`src/hdl/temperature_to_mixing_params_top_assert.svh`:
```
// Assertion macros for the temperature to mixing parameters block.
// The clocked forms expect signals named clk and arst_n in the scope of use.
`ifndef TEMPERATURE_TO_MIXING_PARAMS_TOP_ASSERT_SVH
`define TEMPERATURE_TO_MIXING_PARAMS_TOP_ASSERT_SVH
`ifndef SYNTHESIS
`define TTMP_ASSERT_HOLDS(label, expr) \
	label: assert property (@(posedge clk) disable iff (!arst_n) (expr)) \
	else $error("ttmp: check failed");
`define TTMP_ASSERT_IMPLIES(label, cond, expr) \
	label: assert property (@(posedge clk) disable iff (!arst_n) (cond) |-> (expr)) \
	else $error("ttmp: check failed");
`else
`define TTMP_ASSERT_HOLDS(label, expr)
`define TTMP_ASSERT_IMPLIES(label, cond, expr)
`endif
`endif

```
`src/hdl/ttmp_pkg.sv`:
```
package ttmp_pkg;

	localparam int DATA_W            = 32;
	localparam int FRAC_BITS_DEFAULT = 16;
	localparam int CFG_IDX_W         = 4;

	typedef enum logic [CFG_IDX_W-1:0] {
		REG_SLOPE           = 4'd0,
		REG_INTERCEPT       = 4'd1,
		REG_EPS2_NUMERATOR  = 4'd2,
		REG_SIGMA_NUMERATOR = 4'd3,
		REG_EPS2_FLOOR      = 4'd4,
		REG_EPS2_CEILING    = 4'd5,
		REG_SIGMA_FLOOR     = 4'd6,
		REG_SIGMA_CEILING   = 4'd7
	} cfg_reg_t;

	typedef struct packed {
		logic signed [DATA_W-1:0] slope;
		logic signed [DATA_W-1:0] intercept;
		logic [DATA_W-1:0]        eps2_numerator;
		logic [DATA_W-1:0]        sigma_numerator;
		logic [DATA_W-1:0]        eps2_floor;
		logic [DATA_W-1:0]        eps2_ceiling;
		logic [DATA_W-1:0]        sigma_floor;
		logic [DATA_W-1:0]        sigma_ceiling;
	} cfg_t;

	// Raise to the floor first, then lower to the ceiling.
	function automatic logic [DATA_W-1:0] clamp_window(
		input logic [DATA_W-1:0] v,
		input logic [DATA_W-1:0] lo,
		input logic [DATA_W-1:0] hi
	);
		logic [DATA_W-1:0] r;
		r = (v < lo) ? lo : v;
		return (r > hi) ? hi : r;
	endfunction

endpackage

```
`src/hdl/ttmp_cfg.sv`:
```
module ttmp_cfg (
	input  logic                           clk,
	input  logic                           arst_n,
	input  logic                           cfg_we,
	input  logic [ttmp_pkg::CFG_IDX_W-1:0] cfg_index,
	input  logic [ttmp_pkg::DATA_W-1:0]    cfg_data,
	output ttmp_pkg::cfg_t                 cfg
);
	import ttmp_pkg::*;

	cfg_t cfg_q;

	always_ff @(posedge clk or negedge arst_n) begin
		if (!arst_n) begin
			cfg_q.slope           <= '0;
			cfg_q.intercept       <= '0;
			cfg_q.eps2_numerator  <= DATA_W'(65536);
			cfg_q.sigma_numerator <= DATA_W'(65536);
			cfg_q.eps2_floor      <= '0;
			cfg_q.eps2_ceiling    <= '1;
			cfg_q.sigma_floor     <= '0;
			cfg_q.sigma_ceiling   <= '1;
		end else if (cfg_we) begin
			unique case (cfg_index)
				REG_SLOPE:           cfg_q.slope           <= cfg_data;
				REG_INTERCEPT:       cfg_q.intercept       <= cfg_data;
				REG_EPS2_NUMERATOR:  cfg_q.eps2_numerator  <= cfg_data;
				REG_SIGMA_NUMERATOR: cfg_q.sigma_numerator <= cfg_data;
				REG_EPS2_FLOOR:      cfg_q.eps2_floor      <= cfg_data;
				REG_EPS2_CEILING:    cfg_q.eps2_ceiling    <= cfg_data;
				REG_SIGMA_FLOOR:     cfg_q.sigma_floor     <= cfg_data;
				REG_SIGMA_CEILING:   cfg_q.sigma_ceiling   <= cfg_data;
				default: ;
			endcase
		end
	end

	assign cfg = cfg_q;

endmodule

```
`config.mk`:
```
export PLATFORM = sky130hd
export DESIGN_NAME = ttmp_cfg
export DESIGN_NICKNAME = d
export VERILOG_FILES = /design/src/hdl/temperature_to_mixing_params_top_assert.svh /design/src/hdl/ttmp_pkg.sv /design/src/hdl/ttmp_cfg.sv
export SDC_FILE = /design/constraint.sdc
export NUM_CORES = 1
export LEC_CHECK = 0
export BUFFER_PORTS_ARGS = -buffer_cell sky130_fd_sc_hd__buf_2
export CAP_MARGIN = 20
export CORE_MARGIN = 4
export CORE_UTILIZATION = 55
export CTS_CLUSTER_DIAMETER = 120
export DETAILED_ROUTE_END_ITERATION = 7
export PLACE_DENSITY_LB_ADDON = 0.15
export SYNTH_ARGS = -nofsm -noshare
export SYNTH_HDL_FRONTEND = slang
export SYNTH_SLANG_ARGS = --single-unit
export TNS_END_PERCENT = 50
```
`constraint.sdc`:
```
create_clock -name clk -period 1.1 [get_ports clk]
set_input_delay 0 -clock clk [delete_from_list [all_inputs] [get_ports clk]]
set_output_delay 0 -clock clk [all_outputs]
set_load 0.1 [all_outputs]
```
==> results of run 1 <==
==> per-stage QoR <==
stage | hold WS [ns] | cells | utilization [%] | setup WS (ns)
after floorplan | -0.296 | 552 | - | -0.156
after global placement | -0.0805 | 1076 | 82.0 | -0.301
after detailed placement | -0.0757 | 1076 | 82.0 | -0.338
==> Yosys cell counts, drive strengths merged <==
master	number
clkbuf	3
buf	25
dfrtp	190
dfstp	66
nand2	2
mux2	256
or3	1
and3	1
nor3b	3
nand3b	3
nor2	2
==> cells by family after synthesis <==
kind of cell           share of synthesized area (%)
muxes                                           30.7
DFF                                             66.6
buffers and inverters                           1.68
and+or+nand+nor                                 1.03
==> impl_metrics.toml, run 1 <==
[die]
die_x_um = 141
die_h_um = 141
core.rowCount = 48
initial_utilization_pct = 56.2
ios = 295

[logic_synthesis]
netlist_top_cells_area = "dfrtp_1 49%, mux2_2 26%, dfstp_2 18%"
synthCells = 552
ys_warn_count = 0
syn-num-nets = 591
ys_seq_area_share_pct = 66.6
yosysUniqueCellTypes = 17
synth.top_cell.area_share_pct = 48.8
syn_area_sq_um = 9750
ys_ff_latch = 256
synth_top_area_cell = "dfrtp_1"
avgSynthCellArea_sq_um = 17.7

[placed_design]
port_buffers = 294
place_area_sq_um = 14200
hpwl_mm = 19.5
place_congestion = 0.812

[clock_network]
cts_setup_buffers = 28
cts.sinks = 256
cts_max_path_buffers = 3
holdBufCountCts = 33
root_buffer = "clkbuf_16"
cts_resized = 379
cts_buffers = 25
h-tree-depth = 1

[run_status]
error = "[ERROR DPL-0033] detailed placement checks failed during check placement."
haltStage = "4_1_cts"
status = "aborted with a tool error"
==> inputs of run 2 (changes only) <==
- CORE_UTILIZATION: 55 -> 40
- CTS_CLUSTER_DIAMETER: 120 -> default
==> run 2 against run 1 <==
Net effect:
- the flow now finishes, with violations (negative setup slack)
- area after synthesis is the same
- synthesized cell count unchanged
==> impl_metrics.toml, run 2 <==
[critical_path]
slowest_stage = "dfstp_2"
cp-start-kind = "register"
required_ns = 1.10
cpPeakStageDelay_ns = 0.57
arrival_ns = 1.27
crit_type = "register to primary output"
endpoint_kind = "primary output"
critPathMaxFanout = 2
crit_chain = "buf_12"
crit_buf_inv = 1
path_delay_family = "flip-flops"

[logic_synthesis]
synthCells = 552
synth_top_area_cell = "dfrtp_1"
ys.flop_type = "dfrtp_1"
yosysUniqueCellTypes = 17
netlist_top_cells_area = "dfrtp_1 49%, mux2_2 26%, dfstp_2 18%"
synth_edf_count = 0
avgSynthCellArea_sq_um = 17.7
ys_ff_latch = 256
postSynth.asyncResetShare_pct = 100
syn_area_sq_um = 9750
synth.top_cell.area_share_pct = 48.8
syn-num-nets = 591
synth.most_common_cell = "mux2_2"
ys_top_cells_by_count = "225 x mux2_2, 190 x dfrtp_1, 66 x dfstp_2"
ys_seq_area_share_pct = 66.6
ys_warn_count = 0

[die]
die_x_um = 164
coreArea_sq_um = 23800
ios = 295
die_area_sq_um = 26900
initial_utilization_pct = 41.0
die_h_um = 164
core.rowCount = 56

[global_route]
track_usage_pct = 21.7
overflow = 0
grt_pass1_vias = 7135
grt_pass1_wl_mm = 44.5
grt_max_degree = 56
antenna_found_initial = 0

[sta]
slew_headroom_pct = 59.3
period_needed_ns = 1.27
maxSlewViolCount = 0
worst_slew_pin_slew_ns = 0.611
fin_crit_sh_pct = 115
clock.fmax_mhz = 790
clock_skew_ns = 0
setup_viol_count_final = 222
setup_slack_ns = -0.165
setup_tns_ns = -11.30
hold_violations = 0
grt_setup_unrepaired = "yes"

[clock_network]
cts_tree = "yes"
root_buffer = "clkbuf_16"
cts_buffers = 27
clkTransAtPathRegs_ns = 0.06
cts_max_path_buffers = 3
h-tree-depth = 1
cts.sinks = 256
clock_latency_ns = 0.51

[layout]
syn_to_final_growth_pct = 78.5
mostFrequentLayoutCells = "254 x buf_12, 197 x mux2_2, 128 x dfrtp_2"
mostFrequentLayoutCell = "buf_12"
num_antenna_cells = 0
nets = 987
largest_register_ffs = 256
drive_gt1_share_pct = 88.8
final_cells = 1286

[power_and_ir_drop]
power_density_nw_per_um2 = 3080
leakagePower_nw = 7.68
peakVddDrop_mv = 1.81

[min_path]
hp-class = "input pin to asynchronous set/reset pin"

[run]
drv_cap = 0

[routing]
drt_iter0_drc = 226
antenna_left = 0
routed_via_density = 4.89
routed_wl_mm = 30.0
wl_per_cell_um = 23.3
first_pass_iters = 7
vias = 6289
drc_errors = 0

[placed_design]
hpwl_mm = 19.4
dp.cells = 1168
port_buffers = 294
place_congestion = 0.786

[run_status]
status = "complete, but fails checks"
failed_checks = "negative setup slack"
## run 2: cell counts after synthesis
Identical to the previous run, type by type.
## run 2: per-stage QoR
stage	hold WS, ns	cell area (sq um)	total power, mW	util (%)	setup slack [ns]
finish	0.162	17400	53.6	73.2	-0.165
floorplan	-0.296	10100	32.2	-	-0.156
detailed placement	-0.114	14600	41.3	61.5	-0.332
global placement	-0.113	14600	40.9	61.5	-0.313
global route	0.164	17400	55.0	73.2	-0.200
CTS	0.135	17000	52.9	71.4	-0.193
## run 2: what timing repair did
item | 4_1_cts | 5_1_grt
setup endpoints to repair | 256 | 266
endpoints found under the hold margin | 512 | 0
hold buffers | 34 | 0
setup buffers | 14 | 22
gates resized for setup | 286 | 64
## run 2: logic make-up after synthesis
family / after synthesis / synth area share, %
buf+inv: 28 / 1.68
flops: 256 / 66.6
mux: 256 / 30.7
simple gates: 12 / 1.03
## run 2: area by class of cell
| type | instances | area (sq um) |
|---|---|---|
| Clock inverter | 6 | 83.8 |
| Fill cell | 1348 | 6360 |
| Timing Repair Buffer | 395 | 6220 |
| Sequential cell | 256 | 6650 |
| Clock buffer | 42 | 812 |
| Multi-Input combinational cell | 268 | 3230 |
| Tap cell | 319 | 399 |
## run 2: where the power goes
part / leakage, nW / internal, mW / total [mW] / switching, mW
clock: 0.443 / 5.51 / 9.09 / 3.58
sequential: 2.87 / 12.3 / 14.8 / 2.52
combinational: 4.36 / 10.6 / 29.7 / 19.1
## run 2: path summary, 6_finish.rpt
path | depth (start not counted) | endpoint | slack, ns | startpoint
setup / recovery | 1 | cfg[85] | -0.17 | cfg[85]
min in group clk | 4 | cfg[96] | 0.16 | cfg_index[0]
max in group asynchronous | 3 | cfg[159] | 0.23 | arst_n
setup reg to reg | 2 | cfg[162] | 0.11 | cfg[162]
hold / removal | 2 | cfg[2] | 0.16 | arst_n
hold reg to reg | 1 | cfg[134] | 0.52 | cfg[134]
## run 2: routing by layer
metal / up-vias / part of all wire (%) / global-route usage (%)
met5: - / 0 / 0
met4: 0 / 2.2 / 6.37
met2: 241 / 52 / 37.9
met3: 39 / 8.4 / 6.90
li1: 2746 / - / -
met1: 3263 / 37 / 25.7
No activity file was read; power rests on OpenSTA's default activity.
==> inputs of run 3 (changes only) <==
- CORE_UTILIZATION: 40 -> 55
==> run 3 against run 2 <==
Net effect:
- synthesized cell count did not move
- area after synthesis did not move
- the run now fails in 4_1_cts
==> impl_metrics.toml, run 3 <==
[clock_network]
cts.sinks = 256
cts_max_path_buffers = 3
holdBufCountCts = 33
cts_resized = 379
h-tree-depth = 1
cts_buffers = 25
root_buffer = "clkbuf_16"
cts_setup_buffers = 28

[logic_synthesis]
ys_top_cells_by_count = "225 x mux2_2, 190 x dfrtp_1, 66 x dfstp_2"
synth-xor-area-share_pct = 0
synth_fa_ha_area_share_pct = 0
synth_top_family_by_area = "multiplexers"
ys_ff_latch = 256
syn_area_sq_um = 9750
synth_edf_count = 0
synth.top_cell.area_share_pct = 48.8
synth_top_area_cell = "dfrtp_1"
yosysUniqueCellTypes = 17
ys.flop_type = "dfrtp_1"
synth_mux_area_share_pct = 30.7
ys_seq_area_share_pct = 66.6
synthCells = 552
synth-compound-area-share_pct = 0
netlist_top_cells_area = "dfrtp_1 49%, mux2_2 26%, dfstp_2 18%"
syn-num-nets = 591
ys_warn_count = 0
synth.most_common_cell = "mux2_2"
postSynth.asyncResetShare_pct = 100
synthSimpleGateAreaFrac_pct = 1.03
avgSynthCellArea_sq_um = 17.7

[die]
ios = 295
initial_utilization_pct = 56.2
core.rowCount = 48
die_x_um = 141
die_h_um = 141

[run_status]
haltStage = "4_1_cts"
error = "[ERROR DPL-0033] detailed placement checks failed during check placement."
status = "aborted with a tool error"

[placed_design]
port_buffers = 294
hpwl_mm = 19.5
dp.cells = 1076
place_congestion = 0.812
==> run 3: cell counts after synthesis <==
Identical to the previous run, type by type.
==> run 3: cells by family after synthesis <==
group | Yosys count
simple gates | 12
mux | 256
buf+inv | 28
flops | 256
==> run 3: through the flow <==
step,cell area (sq um),TNS [ns],worst slack (ns)
floorplan,10100,-13.76,-0.156
global placement,14200,-61.01,-0.301
detailed placement,14200,-64.82,-0.338
